File: config.mk
export PLATFORM = sky130hd
export DESIGN_NAME = packet_payload_stats_normalizer
export DESIGN_NICKNAME = d
export VERILOG_FILES = /design/src/design/pps_pkg.sv /design/src/design/pps_accum.sv /design/src/design/pps_arith.sv /design/src/design/packet_payload_stats_normalizer.sv
export SDC_FILE = /design/constraint.sdc
export NUM_CORES = 2
export LEC_CHECK = 0
export BUFFER_PORTS_ARGS = -buffer_cell sky130_fd_sc_hd__buf_2
export CELL_PAD_IN_SITES_DETAIL_PLACEMENT = 0
export CELL_PAD_IN_SITES_GLOBAL_PLACEMENT = 1
export CORE_MARGIN = 1
export CORE_UTILIZATION = 33
export CTS_CLUSTER_SIZE = 40
export DETAILED_ROUTE_END_ITERATION = 12
export HOLD_SLACK_MARGIN = 0.02
export PLACE_DENSITY_LB_ADDON = 0.1
export RECOVER_POWER = 25
export SYNTH_ARGS = -nofsm -noshare
export SYNTH_HDL_FRONTEND = slang
export SYNTH_SLANG_ARGS = --single-unit
File: constraint.sdc
create_clock -name clk -period 27.5 [get_ports clk]
set_input_delay 4.125 -clock clk [delete_from_list [all_inputs] [get_ports clk]]
set_output_delay 4.125 -clock clk [all_outputs]
set_load 0.05 [all_outputs]
File: src/design/pps_pkg.sv
`default_nettype none

package pps_pkg;

    localparam logic [15:0] MAX_PAYLOAD_BYTES = 16'd65535;

    localparam int FEAT_W = 24;
    localparam int RES_W  = 17;
    localparam int NUM_FEATURES = 6;

    localparam logic OP_DIV  = 1'b0;
    localparam logic OP_SQRT = 1'b1;

    typedef struct packed {
        logic        start;
        logic        op;
        logic [63:0] a;
        logic [31:0] b;
    } arith_req_t;

    typedef struct packed {
        logic        done;
        logic [63:0] q;
    } arith_rsp_t;

endpackage

`default_nettype wire

File: src/design/pps_accum.sv
`default_nettype none

module pps_accum
    import pps_pkg::*;
(
    input  wire logic        clk,
    input  wire logic        rst_n,
    input  wire logic        add_en,
    input  wire logic        clr,
    input  wire logic [7:0]  data_byte,
    output logic      [15:0] count,
    output logic      [23:0] sum,
    output logic      [31:0] sumsq
);

    logic [15:0] count_reg;
    logic [23:0] sum_reg;
    logic [31:0] sumsq_reg;
    logic [15:0] square;

    assign square = data_byte * data_byte;

    always_ff @(posedge clk or negedge rst_n)
    begin
        if (!rst_n)
        begin
            count_reg <= '0;
            sum_reg   <= '0;
            sumsq_reg <= '0;
        end
        else if (clr)
        begin
            count_reg <= '0;
            sum_reg   <= '0;
            sumsq_reg <= '0;
        end
        else if (add_en && (count_reg < MAX_PAYLOAD_BYTES))
        begin
            count_reg <= count_reg + 16'd1;
            sum_reg   <= sum_reg + {16'd0, data_byte};
            sumsq_reg <= sumsq_reg + {16'd0, square};
        end
    end

    assign count = count_reg;
    assign sum   = sum_reg;
    assign sumsq = sumsq_reg;

endmodule

`default_nettype wire

File: src/design/pps_arith.sv
`default_nettype none

module pps_arith
    import pps_pkg::*;
(
    input  wire logic       clk,
    input  wire logic       rst_n,
    input  wire arith_req_t req,
    output arith_rsp_t      rsp
);

    logic        busy_reg;
    logic        done_reg;
    logic        op_reg;
    logic [6:0]  cnt_reg;
    logic [63:0] q_reg;
    logic [31:0] rem_reg;
    logic [31:0] den_reg;
    logic [31:0] bit_reg;
    logic [32:0] x;
    logic [32:0] y;
    logic [33:0] diff;
    logic        ge;

    always_comb
    begin
        if (op_reg == OP_SQRT)
        begin
            x = {1'b0, rem_reg};
            y = {1'b0, q_reg[31:0] | bit_reg};
        end
        else
        begin
            x = {rem_reg, q_reg[63]};
            y = {1'b0, den_reg};
        end
        diff = {1'b0, x} - {1'b0, y};
        ge   = !diff[33];
    end

    always_ff @(posedge clk or negedge rst_n)
    begin
        if (!rst_n)
        begin
            busy_reg <= 1'b0;
            done_reg <= 1'b0;
            cnt_reg  <= '0;
            op_reg   <= OP_DIV;
        end
        else
        begin
            done_reg <= 1'b0;
            if (!busy_reg && req.start)
            begin
                busy_reg <= 1'b1;
                op_reg   <= req.op;
                cnt_reg  <= (req.op == OP_SQRT) ? 7'd16 : 7'd64;
            end
            else if (busy_reg)
            begin
                cnt_reg <= cnt_reg - 7'd1;
                if (cnt_reg == 7'd1)
                begin
                    busy_reg <= 1'b0;
                    done_reg <= 1'b1;
                end
            end
        end
    end

    always_ff @(posedge clk)
    begin
        if (!busy_reg && req.start)
        begin
            den_reg <= req.b;
            bit_reg <= 32'h4000_0000;
            if (req.op == OP_SQRT)
            begin
                rem_reg <= req.a[31:0];
                q_reg   <= '0;
            end
            else
            begin
                rem_reg <= '0;
                q_reg   <= req.a;
            end
        end
        else if (busy_reg)
        begin
            if (op_reg == OP_SQRT)
            begin
                bit_reg <= bit_reg >> 2;
                if (ge)
                begin
                    rem_reg <= diff[31:0];
                    q_reg   <= {32'd0, (q_reg[31:0] >> 1) + bit_reg};
                end
                else
                begin
                    q_reg <= {32'd0, q_reg[31:0] >> 1};
                end
            end
            else
            begin
                rem_reg <= ge ? diff[31:0] : x[31:0];
                q_reg   <= {q_reg[62:0], ge};
            end
        end
    end

    assign rsp.done = done_reg;
    assign rsp.q    = q_reg;

endmodule

`default_nettype wire

File: src/design/packet_payload_stats_normalizer.sv
// Channel | Direction | Contents
// s_*     | in        | tdata: payload_byte, src_port, dst_port, proto_number; tlast; tuser
// m_*     | out       | tdata: six normalized features, 17 bits each
//
// A transfer that does not end a packet leaves s_tready high, so the next transfer can follow.
// After the transfer that ends a packet, s_tready stays low until the result is loaded.
// For a packet with bytes, eight divisions and one square root run one after
// another on the shared unit; a packet with no bytes runs only the six normalizing
// divisions, and none when every feature is zero.
// Reset clears the accumulators, the sequencer and the output valid flag.
// A finished result waits in the output register, and the next result stalls until it is taken.
`default_nettype none

module packet_payload_stats_normalizer
    import pps_pkg::*;
(
    input  wire logic         clk,
    input  wire logic         rst_n,
    input  wire logic         s_tvalid,
    output logic              s_tready,
    input  wire logic [47:0]  s_tdata,   // payload_byte, src_port, dst_port, proto_number
    input  wire logic         s_tlast,
    input  wire logic         s_tuser,   // empty_packet
    output logic              m_tvalid,
    input  wire logic         m_tready,
    output logic      [103:0] m_tdata    // norm_length, norm_src_port, norm_dst_port,
                                         // norm_protocol, norm_mean, norm_stddev, zero pad
);

    localparam logic [3:0] S_ACC   = 4'd0;
    localparam logic [3:0] S_MUL1  = 4'd1;
    localparam logic [3:0] S_MUL2  = 4'd2;
    localparam logic [3:0] S_MUL3  = 4'd3;
    localparam logic [3:0] S_VAR   = 4'd4;
    localparam logic [3:0] S_VARW  = 4'd5;
    localparam logic [3:0] S_SQRT  = 4'd6;
    localparam logic [3:0] S_SQW   = 4'd7;
    localparam logic [3:0] S_MEAN  = 4'd8;
    localparam logic [3:0] S_MEANW = 4'd9;
    localparam logic [3:0] S_MAX   = 4'd10;
    localparam logic [3:0] S_NORM  = 4'd11;
    localparam logic [3:0] S_NORMW = 4'd12;
    localparam logic [3:0] S_LOAD  = 4'd13;

    logic [3:0]        state_reg;
    logic [2:0]        idx_reg;
    logic [FEAT_W-1:0] mx_reg;
    logic [FEAT_W-1:0] feat_reg [0:NUM_FEATURES-1];
    logic [RES_W-1:0]  res_reg  [0:NUM_FEATURES-1];
    logic [63:0]       prod_reg;
    logic [47:0]       num_reg;
    logic [47:0]       diff_reg;
    logic [31:0]       tmp_reg;
    logic              out_valid_reg;
    logic [103:0]      out_data_reg;

    logic        accept;
    logic        pkt_end;
    logic        load_ok;
    logic        clr;
    logic [15:0] count;
    logic [23:0] sum;
    logic [31:0] sumsq;
    logic [31:0] mul_a;
    logic [31:0] mul_b;
    arith_req_t  req;
    arith_rsp_t  rsp;

    assign s_tready = (state_reg == S_ACC);
    assign accept   = s_tvalid && s_tready;
    assign pkt_end  = accept && (s_tuser || s_tlast);
    assign load_ok  = (state_reg == S_LOAD) && (!out_valid_reg || m_tready);
    assign clr      = load_ok;

    pps_accum u_accum (
        .clk       (clk),
        .rst_n     (rst_n),
        .add_en    (accept && !s_tuser),
        .clr       (clr),
        .data_byte (s_tdata[7:0]),
        .count     (count),
        .sum       (sum),
        .sumsq     (sumsq)
    );

    pps_arith u_arith (
        .clk   (clk),
        .rst_n (rst_n),
        .req   (req),
        .rsp   (rsp)
    );

    always_comb
    begin
        case (state_reg)
            S_MUL1:
            begin
                mul_a = {16'd0, count};
                mul_b = sumsq;
            end
            S_MUL2:
            begin
                mul_a = {8'd0, sum};
                mul_b = {8'd0, sum};
            end
            default:
            begin
                mul_a = {16'd0, count};
                mul_b = {16'd0, count};
            end
        endcase
    end

    always_comb
    begin
        req.start = 1'b0;
        req.op    = OP_DIV;
        req.a     = '0;
        req.b     = '0;
        case (state_reg)
            S_VAR:
            begin
                req.start = 1'b1;
                req.a     = {diff_reg, 16'd0};
                req.b     = prod_reg[31:0];
            end
            S_SQRT:
            begin
                req.start = 1'b1;
                req.op    = OP_SQRT;
                req.a     = {32'd0, tmp_reg};
            end
            S_MEAN:
            begin
                req.start = 1'b1;
                req.a     = {32'd0, sum, 8'd0};
                req.b     = {16'd0, count};
            end
            S_NORM:
            begin
                req.start = (mx_reg != '0);
                req.a     = {24'd0, feat_reg[idx_reg], 16'd0};
                req.b     = {8'd0, mx_reg};
            end
            default:
            begin
                req.start = 1'b0;
            end
        endcase
    end

    always_ff @(posedge clk or negedge rst_n)
    begin
        if (!rst_n)
        begin
            state_reg     <= S_ACC;
            idx_reg       <= '0;
            out_valid_reg <= 1'b0;
        end
        else
        begin
            if (load_ok)
            begin
                out_valid_reg <= 1'b1;
            end
            else if (m_tready)
            begin
                out_valid_reg <= 1'b0;
            end

            case (state_reg)
                S_ACC:
                begin
                    if (pkt_end)
                    begin
                        state_reg <= S_MUL1;
                    end
                end
                S_MUL1:  state_reg <= S_MUL2;
                S_MUL2:  state_reg <= S_MUL3;
                S_MUL3:
                begin
                    idx_reg   <= '0;
                    state_reg <= (count == 16'd0) ? S_MAX : S_VAR;
                end
                S_VAR:   state_reg <= S_VARW;
                S_VARW:
                begin
                    if (rsp.done)
                    begin
                        state_reg <= S_SQRT;
                    end
                end
                S_SQRT:  state_reg <= S_SQW;
                S_SQW:
                begin
                    if (rsp.done)
                    begin
                        state_reg <= S_MEAN;
                    end
                end
                S_MEAN:  state_reg <= S_MEANW;
                S_MEANW:
                begin
                    if (rsp.done)
                    begin
                        state_reg <= S_MAX;
                    end
                end
                S_MAX:
                begin
                    if (idx_reg == 3'd5)
                    begin
                        idx_reg   <= '0;
                        state_reg <= S_NORM;
                    end
                    else
                    begin
                        idx_reg <= idx_reg + 3'd1;
                    end
                end
                S_NORM:
                begin
                    if (mx_reg != '0)
                    begin
                        state_reg <= S_NORMW;
                    end
                    else if (idx_reg == 3'd5)
                    begin
                        state_reg <= S_LOAD;
                    end
                    else
                    begin
                        idx_reg <= idx_reg + 3'd1;
                    end
                end
                S_NORMW:
                begin
                    if (rsp.done)
                    begin
                        if (idx_reg == 3'd5)
                        begin
                            state_reg <= S_LOAD;
                        end
                        else
                        begin
                            idx_reg   <= idx_reg + 3'd1;
                            state_reg <= S_NORM;
                        end
                    end
                end
                S_LOAD:
                begin
                    if (load_ok)
                    begin
                        state_reg <= S_ACC;
                    end
                end
                default: state_reg <= S_ACC;
            endcase
        end
    end

    always_ff @(posedge clk)
    begin
        if (state_reg == S_MUL1 || state_reg == S_MUL2 || state_reg == S_MUL3)
        begin
            prod_reg <= mul_a * mul_b;
        end
        if (pkt_end)
        begin
            feat_reg[1] <= {s_tdata[23:8], 8'd0};
            feat_reg[2] <= {s_tdata[39:24], 8'd0};
            feat_reg[3] <= {8'd0, s_tdata[47:40], 8'd0};
        end
        case (state_reg)
            S_MUL1:
            begin
                feat_reg[0] <= {count, 8'd0};
            end
            S_MUL2:
            begin
                num_reg <= prod_reg[47:0];
            end
            S_MUL3:
            begin
                diff_reg <= (num_reg > prod_reg[47:0]) ? (num_reg - prod_reg[47:0]) : 48'd0;
                mx_reg   <= '0;
                if (count == 16'd0)
                begin
                    feat_reg[4] <= '0;
                    feat_reg[5] <= '0;
                end
            end
            S_VARW:
            begin
                if (rsp.done)
                begin
                    tmp_reg <= rsp.q[31:0];
                end
            end
            S_SQW:
            begin
                if (rsp.done)
                begin
                    feat_reg[5] <= {8'd0, rsp.q[15:0]};
                end
            end
            S_MEANW:
            begin
                if (rsp.done)
                begin
                    feat_reg[4] <= {8'd0, rsp.q[15:0]};
                end
            end
            S_MAX:
            begin
                if (feat_reg[idx_reg] > mx_reg)
                begin
                    mx_reg <= feat_reg[idx_reg];
                end
            end
            S_NORM:
            begin
                if (mx_reg == '0)
                begin
                    res_reg[idx_reg] <= '0;
                end
            end
            S_NORMW:
            begin
                if (rsp.done)
                begin
                    res_reg[idx_reg] <= rsp.q[RES_W-1:0];
                end
            end
            default:
            begin
            end
        endcase
        if (load_ok)
        begin
            out_data_reg <= {2'b00, res_reg[5], res_reg[4], res_reg[3],
                             res_reg[2], res_reg[1], res_reg[0]};
        end
    end

    assign m_tvalid = out_valid_reg;
    assign m_tdata  = out_data_reg;

    a_done_in_wait: assert property (@(posedge clk) disable iff (!rst_n)
        rsp.done |-> (state_reg == S_VARW || state_reg == S_SQW ||
                      state_reg == S_MEANW || state_reg == S_NORMW))
        else $error("divide/sqrt completion outside a wait state");

    a_load_valid: assert property (@(posedge clk) disable iff (!rst_n)
        load_ok |=> (m_tvalid && state_reg == S_ACC))
        else $error("loaded result not presented");

    a_len_range: assert property (@(posedge clk) disable iff (!rst_n)
        m_tvalid |-> !(m_tdata[16] && (m_tdata[15:0] != 16'd0)))
        else $error("normalized length above 1.0");

    a_busy_no_accept: assert property (@(posedge clk) disable iff (!rst_n)
        (state_reg != S_ACC) |-> !s_tready)
        else $error("input accepted during packet-end processing");

endmodule

`default_nettype wire
==> metrics.csv <==
metric;value;unit
p_leak;28.3;nW
post_drt_via_cell_ratio;5.04;
synth_ff_type;edfxtp_1;
die-width;427;µm
setup_violations;0;
max_stage_delay;1.16;ns
grt_start_max_net_pins;86;
worstSkewPairLatency;0.75;ns
final_cell_mix;inv_1, nand2_1, fa_1, edfxtp_1, nor2_1;
syn-cell-area;59500;µm²
syn_inst;5853;
holdBufCountCts;0;
wl_per_cell;24.1;µm
min_path_cells;0;
r2r_end;prod_reg[44];
async_flop_share;0.124;
syn-mean-instance-area;10.2;µm²
nets;6992;
areaGrowthSynthToFinish;11.4;%
drt_iter0_drc;2760;
violations;max-capacitance violations, max-slew violations;
cts_tree;built;
status;finished, violations left;
synth_top_area_share;0.313;
crit_path_start_kind;flop;
track_usage;0.225;
wirelength;202;mm
cts-root-buf;clkbuf_16;
ctsResizeCount;0;
drv_cap;5;
period_share;0.425;
drc;0;
fill_cells;18100;
fin_crit;11.68;ns
cp_common_cell;fa_1;
max_freq;85.6;MHz
skew;0.0959;ns
rows;155;
synth_area_leader_cell;edfxtp_1;
synth_edf_count;620;
dp.final_hpwl;157;mm
cp-end-kind;flop;
grt_pass1_wl;302;mm
hp-start;res_reg[1][3];
cp.arrival;12.08;ns
yosysSeqAreaShare;0.356;
die_area;182000;µm²
synth_top_cells_by_area;edfxtp_1, fa_1, ha_1;
ctsLongestPathBuffers;3;
layout-drive-gt1-share;0.0850;
vdd_ir_drop_max;0.0577;mV
tightest_slew;2.86;ns
crit_family;adder cells;
worstHoldEndpoint;m_tdata[20];
final_common_cell;inv_1;
ios;160;
numCtsBuffers;88;
grt.overflow.total;0;
cts_setup_buffers;0;
fp.coreArea;179000;µm²
final_cell_area;66300;µm²
reg2reg_slack;15.82;ns
grt_pass1_vias;44400;
place_area;63300;µm²
power;0.00537;W
slowest_stage;clkbuf_1;
cp.depth;29;
slew_headroom;-0.906;
die_h;427;µm
vias;42300;
powerDensity;81.0;nW/µm²
clkSinkCount;726;
reg2reg_depth;29;
first_pass_iters;6;
antenna_found_initial;4;
critPathKind;flop to flop;
globalplace.congestion;0.885;
yosysWarnings;0;
rsz0062_at_grt;no;
r2r_start;state_reg[0];
synth_cell_types;91;
slew_violations;204;
hold_class;flop to flop;
port_buffers;157;
cts_max_level;3;
initial_core_util;0.333;
synth_seq_cells;726;
tns;0;ns
final-hold-violation-count;0;
crit_buf_inv;6;
antenna_left;0;
clk_pin_slew;0.06;ns
cp.required;27.91;ns
critPathMaxFanout;54;
-- cell usage after synthesis (all sizes together), types with 21 or more instances --
cell type    n
a21o        88
a21oi      244
a221o       24
a221oi      22
a22o        28
a22oi       44
a31oi       67
and2        92
and3        47
buf         40
clkbuf     245
dfrtp       90
edfxtp     620
fa         674
ha         313
inv        890
mux2        48
mux2i       43
nand2      691
nand2b      35
nand3       73
nand4       33
nor2       560
nor2b       38
nor3        69
nor3b       21
o21a        37
o21ai      237
o21bai      22
o31ai       21
or3         28
xnor2      107
xor2        69
-- per-stage QoR --
| stage | setup WS [ns] | hold slack (ns) | utilization | cells |
|---|---|---|---|---|
| global placement | 16.23 | 0.401 | 0.354 | 8216 |
| CTS | 16.07 | 0.417 | 0.371 | 8382 |
| finish | 15.82 | 0.413 | 0.371 | 8385 |
| detailed placement | 16.04 | 0.405 | 0.354 | 8216 |
| global route | 15.25 | 0.414 | 0.370 | 8383 |
| floorplan | 17.96 | 0.400 | - | 5881 |
-- how the worst max path moves through the flow --
stage                       startpoint      endpoint
after floorplan           state_reg[3]  prod_reg[42]
after global placement    state_reg[3]  prod_reg[44]
after detailed placement  state_reg[3]  prod_reg[44]
after CTS                 state_reg[3]  prod_reg[44]
after global routing      state_reg[0]  prod_reg[44]
final                     state_reg[0]  prod_reg[44]
-- area by class of cell --
class / count / area [µm²] / area share
diodes: 3 / 7.51 / 0.000113
flip-flops and latches: 726 / 21200 / 0.320
inverters: 893 / 3360 / 0.0507
clock buffers: 117 / 2380 / 0.0359
clock inverters: 49 / 652 / 0.00984
multi-input cells: 3977 / 34200 / 0.516
well taps: 2355 / 2950 / 0.0445
repair buffers: 265 / 1520 / 0.0230
-- routing by layer --
metal	global-route usage	vias up	routed length [µm]
li1	-	19500	-
met2	0.385	861	99100
met3	0.0238	212	7460
met1	0.304	21600	91000
met4	0.0517	4	4610
met5	0	-	27
-- kinds of logic after synthesis --
family / after synthesis / share of synthesized area
XOR/XNOR: 176 / 0.0259
multiplexers: 92 / 0.0167
adder cells (fa/ha/maj): 987 / 0.293
flip-flops: 726 / 0.356
AO/OA/AOI/OAI: 961 / 0.105
AND/OR/NAND/NOR: 1731 / 0.128
buffers and inverters: 1178 / 0.0750
other: 2 / 0.000126
-- power breakdown --
part,internal [W],switching (W),total [W]
Combinational,0.000848,0.00150,0.00235
Clock,0.000704,0.000505,0.00121
Sequential,0.00156,0.000252,0.00181
Total,0.00311,0.00226,0.00537
(Power assumes the default switching activity.)
